File: src/hfe_pkg.sv
// shared types, constants and helper functions of the haar feature evaluator
package hfe_pkg;

    // request command codes
    localparam logic CMD_LOAD  = 1'b0;
    localparam logic CMD_QUERY = 1'b1;

    // feature kind codes
    localparam logic [2:0] KIND_TWO_H   = 3'd0;
    localparam logic [2:0] KIND_TWO_V   = 3'd1;
    localparam logic [2:0] KIND_THREE_H = 3'd2;
    localparam logic [2:0] KIND_THREE_V = 3'd3;
    localparam logic [2:0] KIND_FOUR    = 3'd4;

    // saturation bound of the feature value
    localparam int VALUE_LIMIT = 16711680;
    localparam int VALUE_W     = 25;

    // divide by three through a reciprocal, exact for operands below 2048
    localparam int DIV3_MUL   = 683;
    localparam int DIV3_SHIFT = 11;

    // term sequencing: up to nine terms, two per read cycle
    localparam int STEP_W = 3;
    localparam int IDX_W  = 4;

    typedef struct packed {
        logic        cmd;
        logic [7:0]  row;
        logic [7:0]  col;
        logic [23:0] entry_value;
        logic [8:0]  win_width;
        logic [8:0]  win_height;
        logic [2:0]  feature_kind;
    } hfe_in_t;

    typedef struct packed {
        logic signed [VALUE_W-1:0] feature_value;
        logic                      is_positive;
        logic                      out_of_bounds;
    } hfe_out_t;

    typedef enum logic [2:0] {
        ST_IDLE,
        ST_PREP,
        ST_GRID,
        ST_READ,
        ST_DRAIN,
        ST_DONE
    } hfe_state_t;

    // one corner term: grid row, grid column and its weight
    typedef struct packed {
        logic              valid;
        logic [1:0]        ri;
        logic [1:0]        ci;
        logic signed [3:0] coef;
    } term_t;

    // controller to datapath
    typedef struct packed {
        logic              write_en;
        logic              capture;
        logic              prep;
        logic              grid;
        logic              issue;
        logic              out_load;
        logic [STEP_W-1:0] step;
    } hfe_cmd_t;

    // datapath to controller
    typedef struct packed {
        logic in_query;
        logic skip;
        logic last_pair;
        logic out_free;
    } hfe_stat_t;

    function automatic logic [8:0] div3(input logic [9:0] x);
        logic [20:0] p;
        p = 21'(x) * 21'(DIV3_MUL);
        return p[DIV3_SHIFT +: 9];
    endfunction

    function automatic term_t mk_term(input logic [1:0] ri, input logic [1:0] ci,
                                      input logic signed [3:0] coef);
        term_t t;
        t.valid = 1'b1;
        t.ri    = ri;
        t.ci    = ci;
        t.coef  = coef;
        return t;
    endfunction

    // corner terms of each feature over its row and column grid
    function automatic term_t term_at(input logic [2:0] kind, input logic [IDX_W-1:0] idx);
        term_t t;
        t = '0;
        unique case (kind)
            KIND_TWO_H: begin
                case (idx)
                    4'd0: t = mk_term(2'd0, 2'd0, 4'sd1);
                    4'd1: t = mk_term(2'd0, 2'd1, -4'sd2);
                    4'd2: t = mk_term(2'd0, 2'd2, 4'sd1);
                    4'd3: t = mk_term(2'd1, 2'd0, -4'sd1);
                    4'd4: t = mk_term(2'd1, 2'd1, 4'sd2);
                    4'd5: t = mk_term(2'd1, 2'd2, -4'sd1);
                    default: t = '0;
                endcase
            end
            KIND_TWO_V: begin
                case (idx)
                    4'd0: t = mk_term(2'd0, 2'd0, 4'sd1);
                    4'd1: t = mk_term(2'd1, 2'd0, -4'sd2);
                    4'd2: t = mk_term(2'd2, 2'd0, 4'sd1);
                    4'd3: t = mk_term(2'd0, 2'd1, -4'sd1);
                    4'd4: t = mk_term(2'd1, 2'd1, 4'sd2);
                    4'd5: t = mk_term(2'd2, 2'd1, -4'sd1);
                    default: t = '0;
                endcase
            end
            KIND_THREE_H: begin
                case (idx)
                    4'd0: t = mk_term(2'd0, 2'd0, -4'sd1);
                    4'd1: t = mk_term(2'd0, 2'd1, 4'sd2);
                    4'd2: t = mk_term(2'd0, 2'd2, -4'sd2);
                    4'd3: t = mk_term(2'd0, 2'd3, 4'sd1);
                    4'd4: t = mk_term(2'd1, 2'd0, 4'sd1);
                    4'd5: t = mk_term(2'd1, 2'd1, -4'sd2);
                    4'd6: t = mk_term(2'd1, 2'd2, 4'sd2);
                    4'd7: t = mk_term(2'd1, 2'd3, -4'sd1);
                    default: t = '0;
                endcase
            end
            KIND_THREE_V: begin
                case (idx)
                    4'd0: t = mk_term(2'd0, 2'd0, -4'sd1);
                    4'd1: t = mk_term(2'd1, 2'd0, 4'sd2);
                    4'd2: t = mk_term(2'd2, 2'd0, -4'sd2);
                    4'd3: t = mk_term(2'd3, 2'd0, 4'sd1);
                    4'd4: t = mk_term(2'd0, 2'd1, 4'sd1);
                    4'd5: t = mk_term(2'd1, 2'd1, -4'sd2);
                    4'd6: t = mk_term(2'd2, 2'd1, 4'sd2);
                    4'd7: t = mk_term(2'd3, 2'd1, -4'sd1);
                    default: t = '0;
                endcase
            end
            KIND_FOUR: begin
                case (idx)
                    4'd0: t = mk_term(2'd0, 2'd0, -4'sd1);
                    4'd1: t = mk_term(2'd0, 2'd1, 4'sd2);
                    4'd2: t = mk_term(2'd0, 2'd2, -4'sd1);
                    4'd3: t = mk_term(2'd1, 2'd0, 4'sd2);
                    4'd4: t = mk_term(2'd1, 2'd1, -4'sd4);
                    4'd5: t = mk_term(2'd1, 2'd2, 4'sd2);
                    4'd6: t = mk_term(2'd2, 2'd0, -4'sd1);
                    4'd7: t = mk_term(2'd2, 2'd1, 4'sd2);
                    4'd8: t = mk_term(2'd2, 2'd2, -4'sd1);
                    default: t = '0;
                endcase
            end
            default: t = '0;
        endcase
        return t;
    endfunction

endpackage

File: src/hfe_ctrl.sv
// controller state machine that sequences loads and feature queries
module hfe_ctrl
    import hfe_pkg::*;
(
    input  logic      aclk,
    input  logic      aresetn,
    input  logic      s_valid,
    output logic      s_ready,
    input  hfe_stat_t stat,
    output hfe_cmd_t  cmd
);

    hfe_state_t        state_reg, state_next;
    logic [STEP_W-1:0] step_reg, step_next;

    // state and step registers
    always_ff @(posedge aclk) begin
        if (!aresetn) begin
            state_reg <= ST_IDLE;
            step_reg  <= '0;
        end else begin
            state_reg <= state_next;
            step_reg  <= step_next;
        end
    end

    // next state
    always_comb begin
        state_next = state_reg;
        unique case (state_reg)
            ST_IDLE: begin
                if (s_valid && stat.in_query) state_next = ST_PREP;
            end
            ST_PREP: state_next = ST_GRID;
            ST_GRID: begin
                state_next = stat.skip ? ST_DONE : ST_READ;
            end
            ST_READ: begin
                if (stat.last_pair) state_next = ST_DRAIN;
            end
            ST_DRAIN: state_next = ST_DONE;
            ST_DONE: begin
                if (stat.out_free) state_next = ST_IDLE;
            end
            default: state_next = ST_IDLE;
        endcase
    end

    // pair counter
    always_comb begin
        step_next = step_reg;
        unique case (state_reg)
            ST_GRID: step_next = '0;
            ST_READ: step_next = step_reg + STEP_W'(1);
            default: step_next = step_reg;
        endcase
    end

    // outputs
    always_comb begin
        s_ready = 1'b0;
        cmd     = '0;
        cmd.step = step_reg;
        unique case (state_reg)
            ST_IDLE: begin
                s_ready = 1'b1;
                if (s_valid) begin
                    cmd.capture  = stat.in_query;
                    cmd.write_en = !stat.in_query;
                end
            end
            ST_PREP: cmd.prep = 1'b1;
            ST_GRID: cmd.grid = 1'b1;
            ST_READ: cmd.issue = 1'b1;
            ST_DRAIN: begin
            end
            ST_DONE: cmd.out_load = stat.out_free;
            default: begin
            end
        endcase
    end

endmodule

File: config.mk
export PLATFORM = sky130hd
export DESIGN_NAME = hfe_ctrl
export DESIGN_NICKNAME = d
export VERILOG_FILES = /design/src/hfe_pkg.sv /design/src/hfe_ctrl.sv
export SDC_FILE = /design/constraint.sdc
export NUM_CORES = 1
export LEC_CHECK = 0
export BUFFER_PORTS_ARGS = -buffer_cell sky130_fd_sc_hd__clkbuf_2
export CAP_MARGIN = 20
export CORE_AREA = 2 2 39 41
export CTS_CLUSTER_SIZE = 40
export DETAILED_ROUTE_END_ITERATION = 6
export DIE_AREA = 0 0 41 43
export PLACE_DENSITY = 0.65
export SLEW_MARGIN = 0
export SYNTH_ARGS = -nofsm -noshare
export SYNTH_HDL_FRONTEND = slang
export SYNTH_SLANG_ARGS = --single-unit
export TNS_END_PERCENT = 30
File: constraint.sdc
create_clock -name aclk -period 1.7 [get_ports aclk]
set_clock_uncertainty 0.15 [all_clocks]
set_input_delay 0.17 -clock aclk [delete_from_list [all_inputs] [get_ports aclk]]
set_output_delay 0.17 -clock aclk [all_outputs]
set_load 0.005 [all_outputs]
==> results.json, run 1 <==
{
  "place_ws_ns": 0.198,
  "grt_pass1_vias": 308,
  "io_pins": 17,
  "place_area_sq_um": 488,
  "crit_family": "simple AND/OR/NAND/NOR gates",
  "critical-path-max-stage-delay_ns": 0.40,
  "power_density_nw_per_um2": 1150,
  "diodes": 0,
  "yosys-top-cells-area": "dfxtp_1, nor2_1, nor3b_1",
  "ys_async_sr_fraction_pct": 0,
  "drv_slew": 0,
  "avgSynthCellArea_sq_um": 8.44,
  "io_buffers": 16,
  "initial_utilization_pct": 28.7,
  "crit_chain": "or3_4, nor3b_2, clkbuf_2",
  "synth_cell_types": 27,
  "finalCriticalPeriod_ns": 1.63,
  "rsz0062_at_grt": "no",
  "grt_antenna_before_repair": 0,
  "die_h_um": 43,
  "cp_max_fo": 12,
  "root_buffer": "clkbuf_4",
  "p_leak_uw": 0.000275,
  "synth_top_area_share_pct": 30.3,
  "final_cell_mix": "clkbuf_2, nor2_1, dfxtp_1",
  "critical_path_class": "reg -> out",
  "antenna_left": 0,
  "synthCells": 47,
  "num_rows": 14,
  "crit_slowest_cell": "or3_4",
  "worst_slack_ns": 0.0699,
  "syn_area_sq_um": 397,
  "dr.pass1.iters": 4,
  "drive_above_1_share_pct": 40.0,
  "cts_tree": "built",
  "grt-ovfl-total": 0,
  "finalCritPeriodShare_pct": 95.9,
  "maxCapViolCount": 0,
  "tns_ns": 0,
  "htreeDepth": 1,
  "syn-num-nets": 55,
  "core_area_sq_um": 1380,
  "worst_pin_slew_ns": 0.176,
  "die-area_sq_um": 1760,
  "grt_max_degree": 13,
  "synth_top_area_cell": "dfxtp_1",
  "slew_headroom_pct": 88.2,
  "drt_iter0_markers": 4,
  "clk_latency_ns": 0.24,
  "wl_per_cell_um": 10.1,
  "clk_pin_slew_worst_paths_ns": 0.05,
  "fmax_mhz": 613,
  "grt_pass1_wl_um": 1320,
  "cts_buffers": 3,
  "irDropWorstVdd_v": 0.000359,
  "die_w_um": 41,
  "area_growth_pct": 32.2,
  "crit_required_ns": 1.38,
  "cts.path.max_buffers": 2,
  "fillers": 150,
  "cts.sinks": 6,
  "drc": 0,
  "hp-class": "in -> reg",
  "status": "finished, final reports clean",
  "routed_wl_um": 815,
  "post_cts.repair.setup_buffers": 0,
  "cp-end-kind": "output pin",
  "vias": 380,
  "gp_congestion": 0.651,
  "stdcell_area_sq_um": 524,
  "critical_path_arrival_ns": 1.31,
  "dp_hpwl_um": 610,
  "yosys_warnings": 0,
  "finalHoldViolCount": 0,
  "setup_viol": 0,
  "synth_edf_count": 0,
  "synth-main-ff-cell": "dfxtp_1",
  "final_common_cell": "clkbuf_2",
  "yosys_register_bits": 6,
  "ys_seq_area_share_pct": 30.3,
  "fin_util_pct": 37.9,
  "critPathBufInv": 1,
  "cp-start-kind": "flip-flop",
  "track_usage_pct": 11.2,
  "final_nets": 75,
  "vias_per_cell": 4.69
}
[layout make-up]
type / instances / area, sq um / area share [%]
well taps: 16 / 20.0 / 3.82
inverters: 2 / 7.51 / 1.43
multi-input cells: 36 / 255 / 48.7
clock buffers: 3 / 22.5 / 4.30
flip-flops and latches: 6 / 124 / 23.6
repair buffers: 18 / 95.1 / 18.1
[report_power, final]
part | switching (uW) | internal [uW]
Combinational | 126 | 145
Clock | 48.9 | 79.7
Sequential | 35.6 | 168
Total | 211 | 392
[Yosys cell counts (all sizes together) (2+ instances only)]
cell / count
buf: 3
inv: 2
a21boi: 2
nor2: 6
nand2: 3
nor3b: 3
nor2b: 2
a21oi: 2
dfxtp: 6
nand2b: 3
o21ai: 2
[worst register-to-register path, stage by stage, from the launching register on]
cell	delay [ns]
dfxtp_1	0.31
buf_4	0.16
nand3b_4	0.17
or3b_1	0.38
a21boi_1	0.15
[timing repair]
item | in CTS | in global routing
resized for setup | 1 | 3
setup endpoints to repair | 1 | 1
hold endpoints to repair | 0 | 0
hold buffers | 0 | 0
[stage by stage]
stage,std cells,hold WS (ns),total power [uW]
floorplan,47,0.142,388
global placement,78,0.303,456
detailed placement,78,0.305,455
CTS,81,0.0549,591
global route,81,0.0698,656
finish,81,0.0579,603
[per-layer routing]
layer	vias to the layer above	wire, um	track usage, %
met4	0	14	10.0
met3	2	30	3.14
met2	9	399	14.1
met5	-	0	0
met1	167	371	14.8
li1	202	-	-
[worst paths after layout]
check                                                 to  slack (ns)                      start  depth (start not counted)
worst min-delay path            step_reg[0]$_SDFFE_PN0P_        0.06                    aresetn                          2
worst min register to register  step_reg[1]$_SDFFE_PN0P_        0.33   step_reg[1]$_SDFFE_PN0P_                          2
worst max-delay path                              cmd[8]        0.07  state_reg[1]$_SDFFE_PN0P_                          3
worst max register to register  step_reg[2]$_SDFFE_PN0P_        0.30  state_reg[2]$_SDFFE_PN0P_                          4
[cell families after synthesis]
group | after synthesis | synth area share (%)
buffers and inverters | 5 | 7.88
AND/OR/NAND/NOR | 23 | 36.3
multiplexers | 1 | 2.52
AO/OA/AOI/OAI | 11 | 19.9
flip-flops | 6 | 30.3
adder cells (fa/ha/maj) | 1 | 3.15
Power figures use the tool's default switching activity.
==> inputs of run 2 (changes only) <==
--- a/config.mk
+++ b/config.mk
@@ -11,7 +11,6 @@
 export CTS_CLUSTER_SIZE = 40
 export DETAILED_ROUTE_END_ITERATION = 6
 export DIE_AREA = 0 0 41 43
-export PLACE_DENSITY = 0.65
 export SLEW_MARGIN = 0
 export SYNTH_ARGS = -nofsm -noshare
 export SYNTH_HDL_FRONTEND = slang
==> run 2 against run 1 <==
  * First-iteration DRC count unchanged
  * Global-route usage decreased by 0.76 points
  * Worst setup slack improved by 0.0040 ns
  * Power decreased by 1.8%
  * Maximum frequency increased by 0.24%
  * Highest routed layer unchanged
==> results.json, run 2 (synthesis gave the netlist of run 1 again) <==
{
  "num_rows": 14,
  "critical_path_arrival_ns": 1.31,
  "grt-ovfl-total": 0,
  "gp_congestion": 0.737,
  "slew_headroom_pct": 84.5,
  "cts.sinks": 6,
  "r2r_slack_ns": 0.31,
  "worst_pin_slew_ns": 0.232,
  "io_buffers": 16,
  "reg2reg_depth": 4,
  "cp_max_fo": 12,
  "crit_slowest_cell": "or3_4",
  "drive_above_1_share_pct": 40.6,
  "hp-class": "in -> reg",
  "switchingPower_uw": 210,
  "p_clk_share_pct": 21.9,
  "pwr-share-seq_pct": 38.1,
  "combPwrFrac_pct": 40.0,
  "dp_hpwl_um": 596,
  "r2r-start": "state_reg[2]$_SDFFE_PN0P_",
  "antenna_left": 0,
  "internal_power_uw": 382,
  "initial_utilization_pct": 28.7,
  "track_usage_pct": 10.5,
  "final_nets": 74,
  "critical_path_class": "reg -> out",
  "routed_wl_um": 763,
  "place_area_sq_um": 480,
  "core_area_sq_um": 1380,
  "crit_family": "simple AND/OR/NAND/NOR gates",
  "dr.pass1.iters": 2,
  "grt_max_degree": 13,
  "hold_slack_ns": 0.0515,
  "fmax_mhz": 615,
  "grt_antenna_before_repair": 0,
  "die-area_sq_um": 1760,
  "setup_viol": 0,
  "crit_end": "cmd[8]",
  "finalCriticalPeriod_ns": 1.63,
  "cts_buffers": 3,
  "placedCellCount": 77,
  "area_growth_pct": 30.0,
  "die_w_um": 41,
  "crit_required_ns": 1.38,
  "diodes": 0,
  "final_cell_mix": "clkbuf_2, nor2_1, dfxtp_1",
  "hold_start": "aresetn",
  "p_leak_uw": 0.000270,
  "crit_start": "state_reg[1]$_SDFFE_PN0P_",
  "vias": 364,
  "maxCapViolCount": 0,
  "finalHoldViolCount": 0,
  "power_density_nw_per_um2": 1150,
  "grt_pass1_vias": 293,
  "vias_per_cell": 4.55,
  "crit_chain": "or3_4, nor3b_2, clkbuf_2",
  "critPathBufInv": 1,
  "die_h_um": 43,
  "critical-path-max-stage-delay_ns": 0.41,
  "root_buffer": "clkbuf_4",
  "r2r_end": "step_reg[2]$_SDFFE_PN0P_",
  "final_common_cell": "clkbuf_2",
  "io_pins": 17,
  "grt_pass1_wl_um": 1160,
  "drc": 0,
  "wl_per_cell_um": 9.54,
  "drv_slew": 0,
  "htreeDepth": 1,
  "finalCritPeriodShare_pct": 95.7,
  "stdcell_area_sq_um": 515,
  "irDropWorstVdd_v": 0.000451,
  "cp-start-kind": "flip-flop",
  "stdcell_count": 80,
  "switching_share_pct": 35.4,
  "cts-hold-fix-buffers": 0,
  "cp.depth": 3,
  "status": "finished, final reports clean",
  "clk_latency_ns": 0.24,
  "cts_tree": "built",
  "cts.path.max_buffers": 2,
  "cp-end-kind": "output pin",
  "clk_pin_slew_worst_paths_ns": 0.05,
  "drt_iter0_markers": 4
}
[run 2: cell types whose count changed in the layout (fill, tap and decap cells not counted), sizes merged]
cell / previous run / this run
buf: 2 / 1
[run 2: what timing repair did]
| item | 4_1_cts | 5_1_grt |
|---|---|---|
| endpoints found under the hold margin | 0 | 0 |
| setup endpoints to repair | 1 | 1 |
| buffers inserted | 0 | 0 |
| resized for setup | 2 | 2 |
[run 2: worst min path at each step]
stage | endpoint | slack [ns] | depth (start not counted)
after global placement | step_reg[0]$_SDFFE_PN0P_ | 0.30 | 2
after CTS | step_reg[0]$_SDFFE_PN0P_ | 0.05 | 2
after detailed placement | step_reg[0]$_SDFFE_PN0P_ | 0.30 | 2
after floorplan | step_reg[0]$_SDFFE_PN0P_ | 0.14 | 1
after global routing | step_reg[0]$_SDFFE_PN0P_ | 0.06 | 2
final | step_reg[0]$_SDFFE_PN0P_ | 0.05 | 2
[run 2: cell type report]
class	instances	area (sq um)
Inverter	2	7.51
Clock buffer	3	22.5
Multi-Input combinational cell	36	255
Sequential cell	6	123
Timing Repair Buffer	17	87.6
Fill cell	154	868
Tap cell	16	20.0
[run 2: power groups by stage]
stage / Clock, uW / Sequential (uW) / Combinational (uW)
after CTS: 135 / 224 / 224
after floorplan: 0 / 184 / 204
after detailed placement: 0 / 223 / 223
after global routing: 142 / 234 / 262
after global placement: 0 / 221 / 222
final: 130 / 226 / 237
[run 2: metrics by stage]
step | util (%) | setup TNS (ns) | total power, uW | worst slack (ns)
2_1_floorplan | - | 0 | 388 | 0.427
3_3_place_gp | 34.7 | 0 | 443 | 0.215
3_5_place_dp | 34.7 | 0 | 446 | 0.195
4_1_cts | 36.5 | 0 | 582 | 0.000603
5_1_grt | 37.3 | -0.000372 | 638 | -0.000372
6_report | 37.3 | 0 | 592 | 0.0739
[run 2: metal layers]
metal  vias to the layer above  global-route usage (%)  share of wire [%]
met1                       153                    12.7                 47
met2                         9                    12.8                 46
met5                         -                       0                  0
met3                         2                    3.14                5.0
met4                         0                    12.0                2.5
li1                        200                       -                  -
